<file path="src/rtl/core/q248_pkg.sv">
package q248_pkg;

   typedef enum logic [3:0] {
      OP_ADD     = 4'd0,
      OP_SUB     = 4'd1,
      OP_MUL     = 4'd2,
      OP_DIV     = 4'd3,
      OP_MIN     = 4'd4,
      OP_MAX     = 4'd5,
      OP_LT      = 4'd6,
      OP_LE      = 4'd7,
      OP_GT      = 4'd8,
      OP_GE      = 4'd9,
      OP_EQ      = 4'd10,
      OP_NE      = 4'd11,
      OP_INC     = 4'd12,
      OP_DEC     = 4'd13,
      OP_TOINT   = 4'd14,
      OP_FROMINT = 4'd15
   } opcode_type;

   localparam logic [1:0] ERR_OK   = 2'd0;
   localparam logic [1:0] ERR_OVF  = 2'd1;
   localparam logic [1:0] ERR_DIV0 = 2'd2;

   localparam logic signed [31:0] Q_MAX = 32'sh7FFF_FFFF;
   localparam logic signed [31:0] Q_MIN = 32'sh8000_0000;

   typedef struct packed {
      logic signed [31:0] value;
      logic               cond;
      logic [1:0]         err;
   } result_type;

   // Clamps a 33-bit signed sum to the 32-bit range.
   function automatic result_type sat33(input logic signed [32:0] v);
      result_type r;
      r.cond = 1'b0;
      if (v[32] != v[31]) begin
         r.value = v[32] ? Q_MIN : Q_MAX;
         r.err   = ERR_OVF;
      end else begin
         r.value = v[31:0];
         r.err   = ERR_OK;
      end
      return r;
   endfunction

endpackage

</file>
<file path="src/rtl/core/q248_mul.sv">
module q248_mul #(
   parameter int FRACTION_BITS = 8
) (
   input  logic                clock,
   input  logic                en,
   input  logic [31:0]         mag_a,
   input  logic [31:0]         mag_b,
   input  logic                neg,
   output q248_pkg::result_type res
);
   import q248_pkg::*;

   localparam int MW = 65 - FRACTION_BITS;

   logic [63:0]   prod_ff;
   logic          neg_ff;
   result_type    res_ff;
   result_type    res_in;
   logic [64:0]   rnd;
   logic [MW-1:0] m;

   always_comb begin
      rnd = {1'b0, prod_ff} + (65'd1 << (FRACTION_BITS - 1));
      m   = MW'(rnd >> FRACTION_BITS);
      res_in.cond = 1'b0;
      if (neg_ff ? (m > MW'(64'h8000_0000)) : (m > MW'(64'h7FFF_FFFF))) begin
         res_in.value = neg_ff ? Q_MIN : Q_MAX;
         res_in.err   = ERR_OVF;
      end else begin
         res_in.value = neg_ff ? -$signed(m[31:0]) : $signed(m[31:0]);
         res_in.err   = ERR_OK;
      end
   end

   always_ff @(posedge clock) begin
      if (en) begin
         prod_ff <= mag_a * mag_b;
         neg_ff  <= neg;
         res_ff  <= res_in;
      end
   end

   assign res = res_ff;

endmodule

</file>
<file path="config.mk">
export PLATFORM = sky130hd
export DESIGN_NAME = q248_mul
export DESIGN_NICKNAME = d
export VERILOG_FILES = /design/src/rtl/core/q248_pkg.sv /design/src/rtl/core/q248_mul.sv
export SDC_FILE = /design/constraint.sdc
export NUM_CORES = 2
export LEC_CHECK = 0
export BUFFER_PORTS_ARGS = -buffer_cell sky130_fd_sc_hd__buf_2
export CORE_ASPECT_RATIO = 2
export CORE_MARGIN = 5
export CORE_UTILIZATION = 41
export DETAILED_ROUTE_END_ITERATION = 10
export PLACE_DENSITY_LB_ADDON = 0.15
export SYNTH_ARGS = -nofsm -noshare
export SYNTH_HDL_FRONTEND = slang
export SYNTH_SLANG_ARGS = --single-unit
</file>
<file path="constraint.sdc">
create_clock -name clock -period 18 [get_ports clock]
set_clock_uncertainty 0.15 [all_clocks]
set_input_delay 2.7 -clock clock [delete_from_list [all_inputs] [get_ports clock]]
set_output_delay 2.7 -clock clock [all_outputs]
set_load 0.02 [all_outputs]
</file>
== Word-level counts from Yosys, hierarchy flattened ==
Index checks and enable logic that the tools add are counted.

* Register bits after elaboration: 99
* Bits of input ports: 67
* Logic and storage cells: 14

* Add/sub/neg operators: 2
* Multipliers: 1
* $lt $le $gt $ge: 2
* Mux-type cells: 5

{| class="wikitable"
|+ Operator list
! kind !! count
|-
| $mux 32 || 3
|-
| $add 64x8->65 const B || 1
|-
| $mul 32x32->64 || 1
|-
| $gt 57x31->1 const B || 1
|-
| $gt 57x32->1 const B || 1
|-
| $neg 32->32 || 1
|-
| $mux 1 || 2
|}

== Depth between registers and ports, before layout ==
* Depth in word-level cells: 4
* Depth in mapped cells: 30
* Depth with buffers taken out: 29

== Worst setup path after synthesis ==
OpenSTA, ideal clock, no wires.

* Kind: input-to-reg
* Start: input port mag_b[3]
* End: register prod_ff[61], data pin
* Arrival time: 9.462 ns
* Required time: 17.586 ns
* Setup slack: 8.125 ns
* Cell stages on the path: 26
* Buffers on the path: 1
* Cell sequence: clkbuf_1 -> and2_1 -> fa_1 -> inv_1 -> fa_1 -> fa_1 -> inv_1 -> fa_1 -> ha_1 -> ha_1 -> inv_1 -> fa_1 -> inv_1 -> fa_1 -> ha_1 -> a21o_1 -> a21o_1 -> a221oi_1 -> o21ai_0 -> a21oi_1 -> a211oi_1 -> a21o_1 -> a21o_1 -> a41o_1 -> a221oi_1 -> xnor2_1

* Longest elaborated chain between the ends: 1

{| class="wikitable"
|+ Ends and longest elaborated chain
! item !! line !! RTL
|-
| start: declaration || q248_mul.sv:7 || <nowiki>input logic [31:0] mag_b,</nowiki>
|-
| $mul 32x32->64 || q248_mul.sv:37 || <nowiki>prod_ff <= mag_a * mag_b;</nowiki>
|-
| end signal: assignment || q248_mul.sv:37 ||
|-
| end: declaration || q248_mul.sv:15 || <nowiki>logic [63:0] prod_ff;</nowiki>
|}

Every way passes these cells.
A chain may end at the register's enable or synchronous reset.

== Worst setup path after layout ==
* Start: input port mag_b[14]
* End: register prod_ff[63], data pin

The elaborated chain is that of the path after synthesis.

==> metrics list <==
* Setup fix buffers added after clock tree synthesis: 0
- Global-route wire length before repair: 186000 microns
- Summed over all instances, the cell type with the most area after synthesis is sky130_fd_sc_hd__fa_1.
* Share of synthesized registers carrying an async set or reset: 0%
- Number of sinks handled by clock tree synthesis: 91
- Global routing used 25.1% of the available tracks.
- Die height: 442 microns
- Crit Path Class: in2reg
- Worst-case setup margin in the final layout: 7.24 ns
- Status: complete, no violations
- Aggregate routed wire length: 124000 microns
* Number of distinct library cells after synthesis: approximately 80
- For the pin with the worst max-slew slack, the measured transition is around 0.9 ns.
* Max Freq: 92.9 MHz
* Yosys warning total: 0
* Total half-perimeter wirelength after legalization and detailed placement: 101000 microns
* Share of final-layout standard cells stronger than drive strength 1: 4.31%
* Max_cap viols: 0
* Global-route congestion overflow total: 0
- Drt first-iter violations: 1390
* Count of hold buffers inserted by post-cts repair: 0
- The clock passes through at most 2 buffers.
- The mapped netlist covers 38200 sq um.
* Detailed-routing iteration count for the pre-antenna-repair pass: 5
- Across all layers, the routed design uses 28012 vias.
* Required time reported for the critical path endpoint: 17.95 ns
* Worst-Skew Late Latency: 0.36 ns
* Pins over their slew limit: 0
* Die Width: 226 microns
- The initial utilization of the core area, before any placement, comes to roughly two fifths.
- Cell repeated most along the worst path: sky130_fd_sc_hd__fa_1
* Final period utilization: 59.8%
- Unrepaired setup endpoints after global routing: false
- Endpoint type of the worst setup path: flip-flop
* CP max-delay cell: sky130_fd_sc_hd__buf_2
* I/O pins: 102
- In this design, the stage delay of the slowest critical-path cell is 0.63 ns.
- The top cell type by area accounts for 46.9% of the synthesized area.
* Clock slew seen by the registers of the worst setup and hold paths: 0.07 ns
* Most common cell after layout, fill and taps aside: sky130_fd_sc_hd__fa_1
- Layout overhead on the synthesized area: 4.29%
- Post-CTS repair changed the size of 0 cells.
- Final setup fails: 0
- Flops & latches, synth: 91
- Detail-routed via count per cell: approximately 5.3
- Final estimated routing congestion in global placement: 0.874
- Summing the sequential cell areas from Yosys gives about 7.2% of the chip area.
- Number of synthesized flops with an enable pin: between 90 and 100
* Total negative slack for setup checks: 0 ns
* Htree depth: 3
- The tree is rooted in a sky130_fd_sc_hd__clkbuf_16.
* Antenna violations before repair: 2
- Maximum number of pins on one net before global-route repair: 60
- Dividing the detail-routed wire length by the instance count gives 23.6 microns.
- In this run the worst path has a maximum fanout of 32.
* Worst Path Buf+Inv: 5
- Signal arrival time at the worst endpoint: ~11 ns
* Number of nets in the layout: 5255
* Final hold vios: 0
- Kind of path behind the tightest hold check: reg2reg
- Number of clock buffers inserted by TritonCTS: 9
* Kind of start point of the critical path: primary input
- In the synthesized netlist the dominant register cell turns out to be sky130_fd_sc_hd__edfxtp_1.
- Largest delay contributor family on the critical path: adder cells
- Mean instance size in the synthesized netlist: 9.28 sq um
- Most frequent cells in the layout: sky130_fd_sc_hd__fa_1 (895), sky130_fd_sc_hd__inv_1 (888), sky130_fd_sc_hd__and2_1 (570), sky130_fd_sc_hd__nand2_1 (535), sky130_fd_sc_hd__ha_1 (263)
* Cell count after synthesis: between 4000 and 5000
- The die covers 99700 sq um.
* # rows: roughly 160
* Place WS: 6.87 ns
- Number of buffer cells added on primary ports: between 90 and 100
- TritonCTS clock tree: built
- CORE AREA: 92500 sq um
- The via count of the first global-routing pass is 31177.
- Slew headroom: 40.4%
* Detail Route Antenna Nets: 0
- Count of fill cells added during filler insertion: around 9400
- Fin crit period: 10.76 ns
- Biggest area contributors in the synthesized netlist: sky130_fd_sc_hd__fa_1 (47%), sky130_fd_sc_hd__and2_1 (9.3%), sky130_fd_sc_hd__inv_1 (8.7%)
- DRC violations left: 0
[cells in the mapped netlist, drive strengths merged (51+ instances only)]
cell and n:
nor2 53, nand3 51, a21oi 61, clkbuf 206, edfxtp 91, and2 570, o21ai 52, inv 889
nand2 536, fa 895, ha 263, xnor2 65
[kinds of logic after synthesis]
logic type | after synthesis | share of synthesized area (%)
compound gates | 275 | 4.97
xor+xnor | 102 | 2.36
fa+ha+maj | 1158 | 55.6
buf+inv | 1114 | 11.1
flops | 91 | 7.16
mux | 7 | 0.203
other cells | 1 | 0.00982
simple gates | 1366 | 18.6
[per-layer routing]
layer  wire [microns]  GRT usage [%]  vias up  share of wire, %
met4            14800           22.5        0                12
met1            35000           22.1    14845                28
li1                 -              -    12115                 -
met5                0              0        -                 0
met3             2230           1.17      384               1.8
met2            71500           49.8      668                58
[area by class of cell]
| cell class | count | area [sq um] | area share [%] |
|---|---|---|---|
| antenna | 1 | 2.50 | 0.00629 |
| sequential | 91 | 2730 | 6.86 |
| tap | 1200 | 1500 | 3.77 |
| clock inverter | 7 | 81.3 | 0.204 |
| inverter | 890 | 3350 | 8.40 |
| timing repair buffer | 128 | 716 | 1.80 |
| multi-input combinational | 2910 | 31200 | 78.4 |
| clock buffer | 9 | 225 | 0.566 |
[worst reg2reg max path, stage by stage, from the launching register on]
cell and delay (ns):
sky130_fd_sc_hd__edfxtp_1 0.63, sky130_fd_sc_hd__nand3_2 0.26, sky130_fd_sc_hd__nor4_2 0.64, sky130_fd_sc_hd__nand4_1 0.46
sky130_fd_sc_hd__o31a_1 0.42, sky130_fd_sc_hd__nor4_1 0.34, sky130_fd_sc_hd__o2111ai_1 0.22, sky130_fd_sc_hd__nor4_4 0.28
sky130_fd_sc_hd__nand4_4 0.36, sky130_fd_sc_hd__clkinv_4 0.24, sky130_fd_sc_hd__nand2_4 0.17, sky130_fd_sc_hd__o311ai_1 0.41
[metrics by stage]
stage	utilization (%)	cells	hold slack, ns	instance area, sq um
after global placement	42.7	5219	0.747	39500
final	43.0	5236	0.753	39800
after CTS	43.0	5235	0.768	39800
after global routing	43.0	5235	0.808	39800
after floorplan	-	4115	0.566	38200
after detailed placement	42.7	5219	0.745	39500
[state kept, by name (all words and copies together), names as in the netlist]
| name | cells |
|---|---|
| neg_ff | 1 |
| res | 33 |
| prod_ff | 57 |
[worst paths after layout]
check,from,to,slack (ns),cells after the start
worst min register to register,prod_ff[36],res[31],0.75,2
worst max-delay path,mag_b[14],prod_ff[63],7.24,26
worst max register to register,prod_ff[14],res[22],13.20,11
worst min-delay path,prod_ff[36],res[31],0.75,2
Power is left out: the tool's default activity adds up to more than one toggle a clock period on the data nets, which glitch-free logic cannot reach.
